### src/sv/otb_pkg.sv
`timescale 1ns / 1ps
// otb_pkg: shared types, codes and arithmetic helpers of the one-shot timer bank.
// No dependencies; otb_clock, otb_scan and the top level import it, otb_ram does not.
package otb_pkg;

  localparam int TIMER_SLOTS_DEF = 8;

  localparam logic [62:0] MAX63     = {63{1'b1}};
  localparam logic [9:0]  MS_TO_US  = 10'd1000;
  localparam int          PROD_W    = 42;

  // request codes
  localparam logic [2:0] REQ_ALLOC = 3'd0;
  localparam logic [2:0] REQ_ARM   = 3'd1;
  localparam logic [2:0] REQ_STOP  = 3'd2;
  localparam logic [2:0] REQ_FREE  = 3'd3;
  localparam logic [2:0] REQ_ADV   = 3'd4;
  localparam logic [2:0] REQ_HOST  = 3'd5;

  // completion status codes
  localparam logic [1:0] STAT_OK      = 2'd0;
  localparam logic [1:0] STAT_BAD     = 2'd1;
  localparam logic [1:0] STAT_NO_FREE = 2'd2;

  // result kinds
  localparam logic EV_DONE = 1'b0;
  localparam logic EV_FIRE = 1'b1;

  typedef struct packed {
    logic [2:0]  req_type;
    logic [2:0]  slot;
    logic [63:0] delay_us;
    logic [31:0] advance_us;
    logic [31:0] host_ms;
  } in_req_t;

  typedef struct packed {
    logic        event_kind;
    logic [2:0]  slot_out;
    logic [1:0]  status;
    logic [62:0] now_us;
    logic        last;
  } out_rsp_t;

  // clock unit controls
  typedef struct packed {
    logic adv;       // add advance_us to the clock
    logic host_mul;  // form host delta times 1000
    logic host_upd;  // fold product into floor, raise clock
  } clk_ctl_t;

  // fire scan status
  typedef struct packed {
    logic done;
    logic found;
  } scan_stat_t;

  function automatic logic [62:0] sat_add63(input logic [62:0] a, input logic [62:0] b);
    logic [63:0] sum;
    sum = {1'b0, a} + {1'b0, b};
    return sum[63] ? MAX63 : sum[62:0];
  endfunction

endpackage

### src/sv/otb_ram.sv
`timescale 1ns / 1ps
// otb_ram: generic single-write, single-read RAM with registered read data.
// Depends on nothing.
module otb_ram #(
  parameter int WIDTH = 63,
  parameter int DEPTH = 8,
  parameter int AW    = (DEPTH > 1) ? $clog2(DEPTH) : 1
) (
  input  logic             clk,
  input  logic             we,
  input  logic [AW-1:0]    waddr,
  input  logic [WIDTH-1:0] wdata,
  input  logic [AW-1:0]    raddr,
  output logic [WIDTH-1:0] rdata
);

  logic [WIDTH-1:0] mem [DEPTH];
  logic [WIDTH-1:0] rdata_r;

  always_ff @(posedge clk) begin
    if (we) begin
      mem[waddr] <= wdata;
    end
    rdata_r <= mem[raddr];
  end

  assign rdata = rdata_r;

endmodule

### src/sv/otb_clock.sv
`timescale 1ns / 1ps
// otb_clock: virtual microsecond clock, host floor and host millisecond tracking.
// Depends on otb_pkg.
module otb_clock
  import otb_pkg::*;
(
  input  logic        clk,
  input  logic        rst_n,
  input  clk_ctl_t    ctl,
  input  logic [31:0] advance_us,
  input  logic [31:0] host_ms,
  output logic [62:0] clock_us
);

  logic [62:0]       clock_r, clock_nxt;
  logic [62:0]       floor_r, floor_nxt;
  logic [31:0]       prev_host_r;
  logic              host_seen_r;
  logic [PROD_W-1:0] prod_r;
  logic [31:0]       host_delta;

  assign host_delta = host_seen_r ? (host_ms - prev_host_r) : host_ms;

  always_comb begin
    clock_nxt = clock_r;
    floor_nxt = floor_r;
    if (ctl.adv) begin
      clock_nxt = sat_add63(clock_r, {31'b0, advance_us});
    end else if (ctl.host_upd) begin
      floor_nxt = host_seen_r ? sat_add63(floor_r, 63'(prod_r)) : 63'(prod_r);
      if (floor_nxt > clock_r) begin
        clock_nxt = floor_nxt;
      end
    end
  end

  always_ff @(posedge clk) begin
    if (!rst_n) begin
      clock_r     <= '0;
      floor_r     <= '0;
      prev_host_r <= '0;
      host_seen_r <= 1'b0;
    end else begin
      clock_r <= clock_nxt;
      floor_r <= floor_nxt;
      if (ctl.host_upd) begin
        prev_host_r <= host_ms;
        host_seen_r <= 1'b1;
      end
    end
  end

  // product register: needs no reset
  always_ff @(posedge clk) begin
    if (ctl.host_mul) begin
      prod_r <= PROD_W'(host_delta) * PROD_W'(MS_TO_US);
    end
  end

  assign clock_us = clock_r;

endmodule

### src/sv/otb_scan.sv
`timescale 1ns / 1ps
// otb_scan: one pass over the deadline RAM that picks the earliest due armed timer.
// Depends on otb_pkg; drives the read port of the deadline RAM.
module otb_scan
  import otb_pkg::*;
#(
  parameter int N      = TIMER_SLOTS_DEF,
  parameter int SLOT_W = (N > 1) ? $clog2(N) : 1
) (
  input  logic              clk,
  input  logic              rst_n,
  input  logic              start,
  input  logic [62:0]       clock_us,
  input  logic [N-1:0]      armed_vec,
  input  logic [62:0]       rd_data,
  output logic [SLOT_W-1:0] rd_addr,
  output scan_stat_t        stat,
  output logic [SLOT_W-1:0] best
);

  localparam logic [SLOT_W-1:0] LAST = SLOT_W'(N - 1);

  logic              active_r;
  logic [SLOT_W-1:0] idx_r;
  logic              chk_v_r;
  logic [SLOT_W-1:0] chk_idx_r;
  logic              found_r;
  logic [SLOT_W-1:0] best_r;
  logic [62:0]       best_dl_r;
  logic              cand;

  // data for chk_idx_r arrives in the cycle after its address
  assign cand = chk_v_r && armed_vec[chk_idx_r] && (rd_data <= clock_us) &&
                (!found_r || (rd_data < best_dl_r));

  always_ff @(posedge clk) begin
    if (!rst_n) begin
      active_r <= 1'b0;
      idx_r    <= '0;
      chk_v_r  <= 1'b0;
      found_r  <= 1'b0;
    end else begin
      chk_v_r <= active_r;
      if (start) begin
        active_r <= 1'b1;
        idx_r    <= '0;
        found_r  <= 1'b0;
      end else begin
        if (active_r) begin
          if (idx_r == LAST) begin
            active_r <= 1'b0;
          end else begin
            idx_r <= idx_r + 1'b1;
          end
        end
        if (cand) begin
          found_r <= 1'b1;
        end
      end
    end
  end

  always_ff @(posedge clk) begin
    chk_idx_r <= idx_r;
    if (cand) begin
      best_r    <= chk_idx_r;
      best_dl_r <= rd_data;
    end
  end

  assign rd_addr    = idx_r;
  assign stat.done  = chk_v_r && (chk_idx_r == LAST);
  assign stat.found = found_r || cand;
  assign best       = cand ? chk_idx_r : best_r;

  a_scan_pick_armed: assert property (@(posedge clk) disable iff (!rst_n)
    stat.done && stat.found |-> armed_vec[best])
    else $error("scan picked a slot that is not armed");

  a_scan_one_pass: assert property (@(posedge clk) disable iff (!rst_n)
    start |=> active_r && !chk_v_r)
    else $error("scan restarted while a pass was running");

  a_scan_pick_due: assert property (@(posedge clk) disable iff (!rst_n)
    cand |-> rd_data <= clock_us)
    else $error("scan picked a deadline after the clock");

endmodule

### src/sv/oneshot_timer_bank_unit.sv
`timescale 1ns / 1ps
// oneshot_timer_bank_unit: top level of the one-shot timer bank.
// Depends on otb_pkg, otb_ram, otb_clock and otb_scan.
//
//  Channel | Ports                          | Direction | Moves
//  --------+--------------------------------+-----------+-------------------------------
//  in      | in_valid, in_ready, in_data    | into bank | one command request
//  out     | out_valid, out_ready, out_data | out       | completion, then any fires
//
// Flow: one request at a time. Allocate, arm, stop, free and unknown requests go from
// the execute step straight to the emit step and the output register; host milliseconds
// passes the multiplier, then the floor add and a settle step first. An advance runs one
// pass over the deadline RAM per result, each followed by an emit step, so with k fires
// there are k+1 passes before the last result reaches the output register; the single
// RAM read port keeps the passes serial.
// Reset: synchronous, active low; clears the clock, floor, host tracking and the slot
// in-use and armed bits. Deadlines are not cleared; an entry counts only once armed.
// Stalls: a held out_ready freezes the flow in the emit step; the output register
// holds its result until taken.
module oneshot_timer_bank_unit
  import otb_pkg::*;
#(
  parameter int TIMER_SLOTS = TIMER_SLOTS_DEF
) (
  input  logic     clk,
  input  logic     rst_n,
  input  logic     in_valid,
  output logic     in_ready,
  input  in_req_t  in_data,
  output logic     out_valid,
  input  logic     out_ready,
  output out_rsp_t out_data
);

  localparam int SLOT_W = (TIMER_SLOTS > 1) ? $clog2(TIMER_SLOTS) : 1;

  localparam logic [2:0] S_IDLE = 3'd0;
  localparam logic [2:0] S_EXEC = 3'd1;
  localparam logic [2:0] S_HMUL = 3'd2;
  localparam logic [2:0] S_HUPD = 3'd3;
  localparam logic [2:0] S_SCAN = 3'd4;
  localparam logic [2:0] S_EMIT = 3'd5;

  logic [2:0]             state_r, state_nxt;
  in_req_t                req_r;
  logic [TIMER_SLOTS-1:0] in_use_r, in_use_nxt;
  logic [TIMER_SLOTS-1:0] armed_r, armed_nxt;
  logic                   more_r, more_nxt;       // another scan follows this emit
  logic [SLOT_W-1:0]      best_r, best_nxt;
  logic                   pend_kind_r, pend_kind_nxt;
  logic [2:0]             pend_slot_r, pend_slot_nxt;
  logic [1:0]             pend_stat_r, pend_stat_nxt;
  logic                   out_valid_r, out_valid_nxt;
  out_rsp_t               out_data_r;

  logic              in_fire;
  logic              push;
  logic              scan_start;
  clk_ctl_t          clk_ctl;
  logic [62:0]       clock_us;
  logic              slot_ok;
  logic [SLOT_W-1:0] slot_idx;
  logic              free_found;
  logic [SLOT_W-1:0] free_idx;
  logic [62:0]       tmo63;
  logic              ram_we;
  logic [62:0]       ram_wdata;
  logic [SLOT_W-1:0] ram_raddr;
  logic [62:0]       ram_rdata;
  scan_stat_t        scan_stat;
  logic [SLOT_W-1:0] scan_best;

  assign in_ready = (state_r == S_IDLE);
  assign in_fire  = in_valid && in_ready;
  assign push     = (state_r == S_EMIT) && (!out_valid_r || out_ready);

  // addressed slot: must exist and be allocated
  assign slot_idx = SLOT_W'(req_r.slot);
  assign slot_ok  = (32'(req_r.slot) < TIMER_SLOTS) && in_use_r[slot_idx];

  // lowest free slot
  always_comb begin
    free_found = 1'b0;
    free_idx   = '0;
    for (int i = TIMER_SLOTS - 1; i >= 0; i--) begin
      if (!in_use_r[i]) begin
        free_found = 1'b1;
        free_idx   = SLOT_W'(i);
      end
    end
  end

  // deadline = now + timeout, both capped at the 63-bit maximum
  assign tmo63     = req_r.delay_us[63] ? MAX63 : req_r.delay_us[62:0];
  assign ram_wdata = sat_add63(clock_us, tmo63);
  assign ram_we    = (state_r == S_EXEC) && (req_r.req_type == REQ_ARM) && slot_ok;

  always_comb begin
    state_nxt     = state_r;
    in_use_nxt    = in_use_r;
    armed_nxt     = armed_r;
    more_nxt      = more_r;
    best_nxt      = best_r;
    pend_kind_nxt = pend_kind_r;
    pend_slot_nxt = pend_slot_r;
    pend_stat_nxt = pend_stat_r;
    clk_ctl       = '0;
    scan_start    = 1'b0;

    unique case (state_r)
      S_IDLE: begin
        if (in_fire) begin
          state_nxt = S_EXEC;
        end
      end
      S_EXEC: begin
        // every request opens with a completion
        pend_kind_nxt = EV_DONE;
        pend_slot_nxt = '0;
        pend_stat_nxt = STAT_OK;
        more_nxt      = 1'b0;
        state_nxt     = S_EMIT;
        unique case (req_r.req_type)
          REQ_ALLOC: begin
            if (free_found) begin
              in_use_nxt[free_idx] = 1'b1;
              armed_nxt[free_idx]  = 1'b0;
              pend_slot_nxt        = 3'(free_idx);
            end else begin
              pend_stat_nxt = STAT_NO_FREE;
            end
          end
          REQ_ARM: begin
            if (slot_ok) begin
              armed_nxt[slot_idx] = 1'b1;
            end else begin
              pend_stat_nxt = STAT_BAD;
            end
          end
          REQ_STOP: begin
            if (slot_ok) begin
              armed_nxt[slot_idx] = 1'b0;
            end else begin
              pend_stat_nxt = STAT_BAD;
            end
          end
          REQ_FREE: begin
            if (slot_ok) begin
              in_use_nxt[slot_idx] = 1'b0;
              armed_nxt[slot_idx]  = 1'b0;
            end else begin
              pend_stat_nxt = STAT_BAD;
            end
          end
          REQ_ADV: begin
            // advance the clock now; the scan compares only after it lands
            clk_ctl.adv = 1'b1;
            scan_start  = 1'b1;
            state_nxt   = S_SCAN;
          end
          REQ_HOST: begin
            clk_ctl.host_mul = 1'b1;
            state_nxt        = S_HMUL;
          end
          default: begin
            pend_stat_nxt = STAT_BAD;
          end
        endcase
      end
      S_HMUL: begin
        clk_ctl.host_upd = 1'b1;
        state_nxt        = S_HUPD;
      end
      S_HUPD: begin
        // clock settles here; completion is emitted next
        state_nxt = S_EMIT;
      end
      S_SCAN: begin
        if (scan_stat.done) begin
          more_nxt  = scan_stat.found;
          best_nxt  = scan_best;
          state_nxt = S_EMIT;
        end
      end
      S_EMIT: begin
        if (push) begin
          if (more_r) begin
            // turn the picked timer into the next pending fire and look again
            armed_nxt[best_r] = 1'b0;
            pend_kind_nxt     = EV_FIRE;
            pend_slot_nxt     = 3'(best_r);
            pend_stat_nxt     = STAT_OK;
            scan_start        = 1'b1;
            state_nxt         = S_SCAN;
          end else begin
            state_nxt = S_IDLE;
          end
        end
      end
      default: begin
        state_nxt = S_IDLE;
      end
    endcase
  end

  assign out_valid_nxt = push || (out_valid_r && !out_ready);

  always_ff @(posedge clk) begin
    if (!rst_n) begin
      state_r     <= S_IDLE;
      in_use_r    <= '0;
      armed_r     <= '0;
      more_r      <= 1'b0;
      out_valid_r <= 1'b0;
    end else begin
      state_r     <= state_nxt;
      in_use_r    <= in_use_nxt;
      armed_r     <= armed_nxt;
      more_r      <= more_nxt;
      out_valid_r <= out_valid_nxt;
    end
  end

  // payload registers
  always_ff @(posedge clk) begin
    best_r      <= best_nxt;
    pend_kind_r <= pend_kind_nxt;
    pend_slot_r <= pend_slot_nxt;
    pend_stat_r <= pend_stat_nxt;
    if (in_fire) begin
      req_r <= in_data;
    end
    if (push) begin
      out_data_r.event_kind <= pend_kind_r;
      out_data_r.slot_out   <= pend_slot_r;
      out_data_r.status     <= pend_stat_r;
      out_data_r.now_us     <= clock_us;
      out_data_r.last       <= !more_r;
    end
  end

  assign out_valid = out_valid_r;
  assign out_data  = out_data_r;

  otb_clock u_clock (
    .clk        (clk),
    .rst_n      (rst_n),
    .ctl        (clk_ctl),
    .advance_us (req_r.advance_us),
    .host_ms    (req_r.host_ms),
    .clock_us   (clock_us)
  );

  otb_ram #(
    .WIDTH (63),
    .DEPTH (TIMER_SLOTS),
    .AW    (SLOT_W)
  ) u_deadline_ram (
    .clk   (clk),
    .we    (ram_we),
    .waddr (slot_idx),
    .wdata (ram_wdata),
    .raddr (ram_raddr),
    .rdata (ram_rdata)
  );

  otb_scan #(
    .N      (TIMER_SLOTS),
    .SLOT_W (SLOT_W)
  ) u_scan (
    .clk       (clk),
    .rst_n     (rst_n),
    .start     (scan_start),
    .clock_us  (clock_us),
    .armed_vec (in_use_r & armed_r),
    .rd_data   (ram_rdata),
    .rd_addr   (ram_raddr),
    .stat      (scan_stat),
    .best      (scan_best)
  );

  a_armed_in_use: assert property (@(posedge clk) disable iff (!rst_n)
    (armed_r & ~in_use_r) == '0)
    else $error("armed slot is not allocated");

  a_clock_monotonic: assert property (@(posedge clk) disable iff (!rst_n)
    $past(rst_n) |-> clock_us >= $past(clock_us))
    else $error("virtual clock went backward");

  a_no_free_full: assert property (@(posedge clk) disable iff (!rst_n)
    push && (pend_kind_r == EV_DONE) && (pend_stat_r == STAT_NO_FREE) |-> (&in_use_r))
    else $error("no-free status with a free slot");

  a_fire_not_first: assert property (@(posedge clk) disable iff (!rst_n)
    in_fire |=> (pend_kind_r == EV_DONE) || (state_r == S_EXEC))
    else $error("request started while a fire was pending");

endmodule
### config.mk
export PLATFORM = sky130hd
export DESIGN_NAME = oneshot_timer_bank_unit
export DESIGN_NICKNAME = d
export VERILOG_FILES = /design/src/sv/otb_pkg.sv /design/src/sv/otb_ram.sv /design/src/sv/otb_clock.sv /design/src/sv/otb_scan.sv /design/src/sv/oneshot_timer_bank_unit.sv
export SDC_FILE = /design/constraint.sdc
export NUM_CORES = 2
export LEC_CHECK = 0
export BUFFER_PORTS_ARGS = -buffer_cell sky130_fd_sc_hd__buf_2
export CORE_UTILIZATION = 40
export DETAILED_ROUTE_END_ITERATION = 16
export GPL_TIMING_DRIVEN = 0
export HOLD_SLACK_MARGIN = 0.06
export SYNTH_ARGS = -nofsm -noshare
export SYNTH_HDL_FRONTEND = slang
export SYNTH_SLANG_ARGS = --single-unit
### constraint.sdc
create_clock -name clk -period 11.1 [get_ports clk]
set_input_delay 0.555 -clock clk [delete_from_list [all_inputs] [get_ports clk]]
set_output_delay 0.555 -clock clk [all_outputs]
set_load 0.02 [all_outputs]
=== After elaboration in Yosys (flattened, before gate mapping) ===
Memory sizes are Yosys's and may differ from the RTL's. A register that Yosys moved wholly into a read port is not among the register bits.
Index checks and enable logic that the tools add are counted.

* Register bits after elaboration: 507
* Memories kept: 1
* Output and inout port bits: 72
* Bits in latches: 0
* RAM bits: 504
* Logic and storage cells: 203
* Input port bits: 138
* Bits in read-only memories: 0

* Shifts and indexed selects: 0
* Div/mod/pow operators: 0
* Eq/ne operators: 22
* Bitwise logic cells: 13
* Mux-type cells: 80
* Magnitude comparators: 10
* $add $sub $neg: 5
* Reductions and logical operators: 40
* Multiply operators: 1

{| class="wikitable"
|+ Memory list
! memory !! words !! bits a word !! rd ports !! clocked after Yosys merged registers in !! write ports !! RTL line !! text
|-
| u_deadline_ram.mem || 8 || 63 || 1 || 1 || 1 || otb_ram.sv:17 || <nowiki>logic [WIDTH-1:0] mem [DEPTH];</nowiki>
|}

{| class="wikitable"
|+ Operators with widths
! kind !! number
|-
| 63-bit two-way mux || 8
|-
| 63-bit by 32-bit adder with 64-bit output || 1
|-
| 63-bit by 42-bit adder with 64-bit output || 1
|-
| 63-bit by 63-bit adder with 64-bit output || 1
|-
| 63-bit > comparator || 1
|-
| 63-bit less-or-equal comparator || 1
|-
| 63-bit less-than comparator || 1
|-
| 8-bit two-way mux || 7
|-
| 3-bit two-way mux || 17
|-
| 8-bit bitwise AND || 5
|-
| 32-bit by 7-bit multiplier with 39-bit output (second input constant) || 1
|-
| 32-bit two-way mux || 1
|-
| 8-bit case mux with 2 select lines || 2
|-
| 32-bit subtractor || 1
|-
| 1-bit two-way mux || 27
|-
| 8-bit inverter || 3
|-
| 8-bit case mux with 3 select lines || 1
|-
| 3-bit equality test (second input constant) || 6
|-
| 3-bit case mux with 6 select lines || 1
|-
| 3-bit by 4-bit less-than comparator with 1-bit output (second input constant) || 4
|-
| 8-bit OR || 2
|-
| 3-bit by 2-bit equality test with 1-bit output (second input constant) || 4
|-
| 1-bit logical AND || 12
|-
| 3-bit case mux with 2 select lines || 2
|-
| 24 further kinds || 61
|}

=== Logic depth before layout (Yosys ltp) ===
* Depth after elaboration: 17
* Gate-level depth with buffers: 30
* Mapped depth without buffers: 30

=== By module ===
A second synthesis with hierarchy kept.

* Cells, all modules: 5,186
* Area total of the unflattened synthesis: 60,337.9 um^2

{| class="wikitable"
|+ By module, submodules not included
! module !! area each (um^2) !! seq. area each (um^2) !! cells each !! instances
|-
| otb_clock || 21,906.0 || 4,354.2 || 2,667 || 1
|-
| otb_ram || 20,229.4 || 16,395.7 || 804 || 1
|-
| oneshot_timer_bank_unit || 12,710.9 || 6,816.5 || 1,170 || 1
|-
| otb_scan || 5,491.5 || 2,132.0 || 545 || 1
|}

=== Least setup slack after synthesis ===
Ideal clock, no wire load.

* Path kind: register -> register
* Start: register req_r, in the netlist slot_idx[1]
* End: memory u_deadline_ram.mem[0][0], enable pin
* Library setup time: 639 ps
* Slack: 3,188 ps
* Data required time: 10,461 ps
* Period minus slack after synthesis: 7,912 ps
* Buffers on the path: 1
* Arrival time: 7,272 ps
* Cell stages (with the launch flop): 8
* Cells stage by stage: edfxtp_1 > clkbuf_1 > nand3b_1 > a21oi_1 > nor2_1 > nor2_1 > nand2_1 > nor4_1

* Cells in the longest elaborated chain, start to end: 5

{| class="wikitable"
|+ RTL lines
! what !! RTL line !! text
|-
| start, declared || oneshot_timer_bank_unit.sv:45 || <nowiki>in_req_t req_r;</nowiki>
|-
| start signal, assigned || oneshot_timer_bank_unit.sv:231 || <nowiki>req_r <= in_data;</nowiki>
|-
| 1-bit binary-select mux with 3-bit select || oneshot_timer_bank_unit.sv:79 || <nowiki>assign slot_ok = (32'(req_r.slot) < TIMER_SLOTS) && in_use_r[slot_idx];</nowiki>
|-
| 1-bit two-way mux (implied by the code) || oneshot_timer_bank_unit.sv:79 ||
|-
| 1-bit logical AND || oneshot_timer_bank_unit.sv:96 || <nowiki>assign ram_we = (state_r == S_EXEC) && (req_r.req_type == REQ_ARM) && slot_ok;</nowiki>
|-
| 1-bit two-way mux || otb_ram.sv:21 || <nowiki>if (we) begin</nowiki>
|-
| 1-bit two-way mux (implied by the code) || otb_ram.sv:22 || <nowiki>mem[waddr] <= wdata;</nowiki>
|-
| end, declared || otb_ram.sv:17 ||
|}

Several ways; a longest one is shown, not always the timed one. The select of a mux whose other input is x is not followed.

=== Worst setup path in the final report ===
* Start: register u_clock.host_seen_r
* End: register u_clock.prod_r[40], data pin

* Cells in the longest elaborated chain, start to end: 2

{| class="wikitable"
|+ RTL lines
! what !! RTL line !! text
|-
| start, declared || otb_clock.sv:18 || <nowiki>logic host_seen_r;</nowiki>
|-
| start signal, assigned || otb_clock.sv:42 || <nowiki>host_seen_r <= 1'b0;</nowiki>
|-
| start signal, assigned || otb_clock.sv:48 || <nowiki>host_seen_r <= 1'b1;</nowiki>
|-
| 32-bit two-way mux || otb_clock.sv:22 || <nowiki>assign host_delta = host_seen_r ? (host_ms - prev_host_r) : host_ms;</nowiki>
|-
| named net u_clock.host_delta[0] || otb_clock.sv:20 || <nowiki>logic [31:0] host_delta;</nowiki>
|-
| 32-bit by 7-bit multiplier with 39-bit output || otb_clock.sv:56 || <nowiki>prod_r <= PROD_W'(host_delta) * PROD_W'(MS_TO_US);</nowiki>
|-
| end signal, assigned || otb_clock.sv:56 ||
|-
| end, declared || otb_clock.sv:19 || <nowiki>logic [PROD_W-1:0] prod_r;</nowiki>
|}

The timed path passes the listed nets, and every way through them passes these cells.
A chain may end at the register's enable or synchronous reset.

==> summary.md <==
| Metric | Value |
|---|---|
| Status | completed |
| Most used cell along the critical path | fa_1 |
| Share of Yosys cell area claimed by the top area cell type | 0.408 |
| Endpoint class of the critical path | register |
| CP max stage delay | 0.96 ns |
| CTS tree | done |
| Setup Slack @ Placement | between 0.9 and 1 ns |
| R2R Setup Slk | about 0.9 ns |
| CP bufs+invs | 7 |
| Via/cell ratio | around 5.7 |
| Commonest non-fill, non-tap cell in the layout | edfxtp_1 |
| Setup violators final | 0 |
| Mapped Avg Cell Area | 11.7 sq um |
| Worst R2R Path Depth | 24 |
| CTS root buf | clkbuf_16 |
| Min-Delay Path Class | in2reg |
| WP depth | 24 |
| CTS Sinks | 1074 |
| Skew-Pair Late Insertion Delay | 0.79 ns |
| # rows | 142 |
| Post-Route WL | 190 mm |
| Drt first pass iters | 7 |
| IO Pins | 210 |
| Cell area after synthesis | 0.0602 sq mm |
| Tot GR Track Use | 0.245 |
| Fin worst setup slack | 0.904 ns |
| Initial DRC Count | 4415 |
| Cells along the critical path | clkbuf_1 > clkbuf_1 > clkbuf_1 > buf_2 > buf_1 > nor2_1 > a21oi_1 > fa_1 > fa_1 > inv_1 > fa_1 > inv_1 > fa_1 > ha_1 > o21ai_0 > nor2_1 > o311ai_0 > a2111oi_0 > nor2_1 > a21oi_1 > a41o_1 > a41o_1 > a221o_1 > xor2_1 |
| Simple-gate share of the synthesized area | 0.0986 |
| DIE HEIGHT | 390 um |
| PortBufs | 208 |
| Min cycle time layout | 10.20 ns |
| Clock transition at the registers of the reported paths | 0.06 ns |
| Initial Utilization | 0.402 |
| Worst Setup Start Kind | register |
| Post-Synth Adder-Cell Area | 0.127 |
| Fraction of synthesized area in multiplexers | 0.0682 |
| Die area | 0.152 sq mm |
| XOR/XNOR Fraction of Synth Area | 0.0307 |
| Syn. warnings | 0 |
| DR vias | 44.2k |
| Final period util | 0.919 |
| Die width | 390 um |
| CP top delay family | buffers and inverters |
| CTS Buf Count | 116 |
| Top cells by area, synth | edfxtp_1 41%, ha_1 9.0%, dfxtp_1 8.5%, mux4_2 4.8%, a21oi_1 3.8% |
| Post-Route Skew | ~0.08 ns |
| Largest family of logic cells by synthesized area | compound AO/OA/AOI/OAI gates |
| CTS max path bufs | 3 |
| Leak | 25.8 nW |
| Count of flip-flops with a built-in enable after synthesis | 819 |
| Area Overhead vs Synth | 16.1% |
| WS Path Type | reg2reg |
| Final #Nets | 6333 |
| #FFs+latches synth | around 1.1k |
| Synth Flop Type | edfxtp_1 |
| Syn nets | a little under 6k |
| Unique masters post-synth | 112 |
| Synth Area in Compound Gates | 0.146 |
| Pins Over Slew Limit | 0 |
| Ratio of cells with drive above 1 in the final layout | 0.147 |
| Setup bufs post-CTS | 0 |
| Initial antenna violation count | 16 |
| F_max | 0.0981 GHz |
| Hpwl dp | 144 mm |
| Vias in the first global route | between 40k and 50k |
| Critical-path maximum fanout | 10 |
| Cell taking the most area after synthesis | edfxtp_1 |
| Total core area | 0.150 sq mm |
| Slowest-stage cell, CP | clkbuf_1 |
| Worst Path Required | 11.57 ns |
| Routed Antenna Nets | 0 |
| Worst Tran Pin Value | 1.44 ns |
| DRC | 0 |
| Endpoints failing hold | 0 |
| Hold Crit Depth | 3 |
| Sequential share of the synthesized area | 0.493 |
| Htree depth | 3 |
| Overflow after GRT | 0 |
| Pwr per Cell Area | around 190 mW/mm^2 |
| Worst-case vdd ir drop | 228 uV |
| Slew HR | 0.0399 |
| First-pass GRT wire length | roughly 280 mm |
| Final GP Congestion | 0.964 |
| RSZ-0062 raised after global routing | false |
| Max-Cap Viols | 0 |
| DR WL/cell | 24.4 um |
| Mapped Cells | between 5k and 6k |
| Most frequent cells in the layout | 819 x edfxtp_1, 459 x a21oi_1, 432 x ha_1, 423 x nand2_1, 361 x inv_1 |
| Ys async rst share | 0 |
| CP arrival | 10.66 ns |
| Largest net degree at the start of global routing | 61 |
| Hold slack | 0.238 ns |
==> flip-flops by register name, indices dropped and copies added (netlist names), 3 cells and up <==
signal,count
slot_idx,3
u_clock.prev_host_r,32
best_r,3
u_clock.clock_us,63
u_deadline_ram.rdata,63
in_use_r,8
pend_slot_r,3
u_deadline_ram.mem,504
u_clock.floor_r,63
out_data,70
u_scan.rd_addr,3
u_scan.best_r,3
req_r,131
state_r,3
u_scan.chk_idx_r,3
u_scan.best_dl_r,63
armed_r,8
u_clock.prod_r,39
==> worst reg2reg max path: cells and delay by family (launching register included) <==
kind	cells	cell delay (ns)
buf+inv	7	3.75
xor+xnor	1	0.14
simple gates	3	0.37
fa+ha+maj	5	2.39
compound gates	8	3.00
flops	1	0.30
==> final cells by class <==
class | count | area, sq um
Sequential cell | 1074 | 29700
Fill cell | 13700 | 79700
Inverter | 364 | 1370
Buffer | 202 | 851
Clock buffer | 144 | 3090
Clock inverter | 76 | 913
Tap cell | 2016 | 2520
Timing Repair Buffer | 380 | 3060
Multi-Input combinational cell | 3517 | 28400
Antenna cell | 3 | 7.51
==> where the power goes <==
part | switching, W | internal [W] | total (W)
combinational | 0.00258 | 0.00183 | 0.00441
clock | 0.00171 | 0.00232 | 0.00403
sequential | 0.000116 | 0.00474 | 0.00486
total | 0.00441 | 0.00889 | 0.0133
==> kinds of logic after synthesis <==
| logic type | after synthesis |
|---|---|
| AO/OA/AOI/OAI | 1293 |
| AND/OR/NAND/NOR | 1231 |
| XOR/XNOR | 211 |
| multiplexers | 236 |
| buffers and inverters | 566 |
| flip-flops | 1074 |
| adder cells (fa/ha/maj) | 546 |
==> per-stage QoR <==
stage               cell area (sq um)  total power [W]  utilization  setup TNS, ns  instances
global route                    69900           0.0141        0.467              0       7773
floorplan                       60200          0.00826            -              0       5157
CTS                             69900           0.0134        0.467              0       7773
finish                          69900           0.0133        0.467              0       7776
detailed placement              64500          0.00928        0.431              0       7419
global placement                63800          0.00922        0.426        -327.83       7381
==> layer usage <==
layer	vias up	routed length, um	global-route usage
met5	-	8	0
met4	2	5470	0.0764
met3	258	15400	0.0441
met2	1643	85100	0.381
met1	22000	83700	0.345
li1	20300	-	-
==> synthesized netlist by cell type (19+ instances only) <==
library cell / number
a31oi_1: 48
nor2b_1: 39
and3_1: 44
a211o_1: 21
ha_1: 432
nand2b_1: 31
nor3_1: 53
nor2_1: 272
nand4_1: 78
o21bai_1: 23
buf_1: 20
mux2_2: 74
o211ai_1: 36
o22ai_1: 19
mux4_2: 127
edfxtp_1: 819
nand3_1: 79
xnor2_1: 132
dfxtp_1: 255
buf_2: 21
xor2_1: 79
nor4_1: 26
o21a_1: 45
inv_1: 362
a211oi_1: 36
mux2i_1: 28
o31ai_1: 23
clkbuf_1: 154
o21ai_0: 188
and2_1: 29
a21o_1: 164
fa_1: 108
or2_2: 80
nand2_1: 423
a21oi_1: 459
==> what timing repair did <==
item	4_1_cts	5_1_grt
endpoints found under the hold margin	134	0
resized for setup	0	0
setup endpoints to repair	0	0
hold buffers	134	0
==> worst paths after layout <==
kind	start	to
max	u_clock.host_seen_r	u_clock.prod_r[40]
min	out_ready	out_valid
max reg2reg	u_clock.host_seen_r	u_clock.prod_r[40]
min reg2reg	u_scan.rd_addr[2]	u_scan.chk_idx_r[2]
No activity file was read; power rests on OpenSTA's default activity.
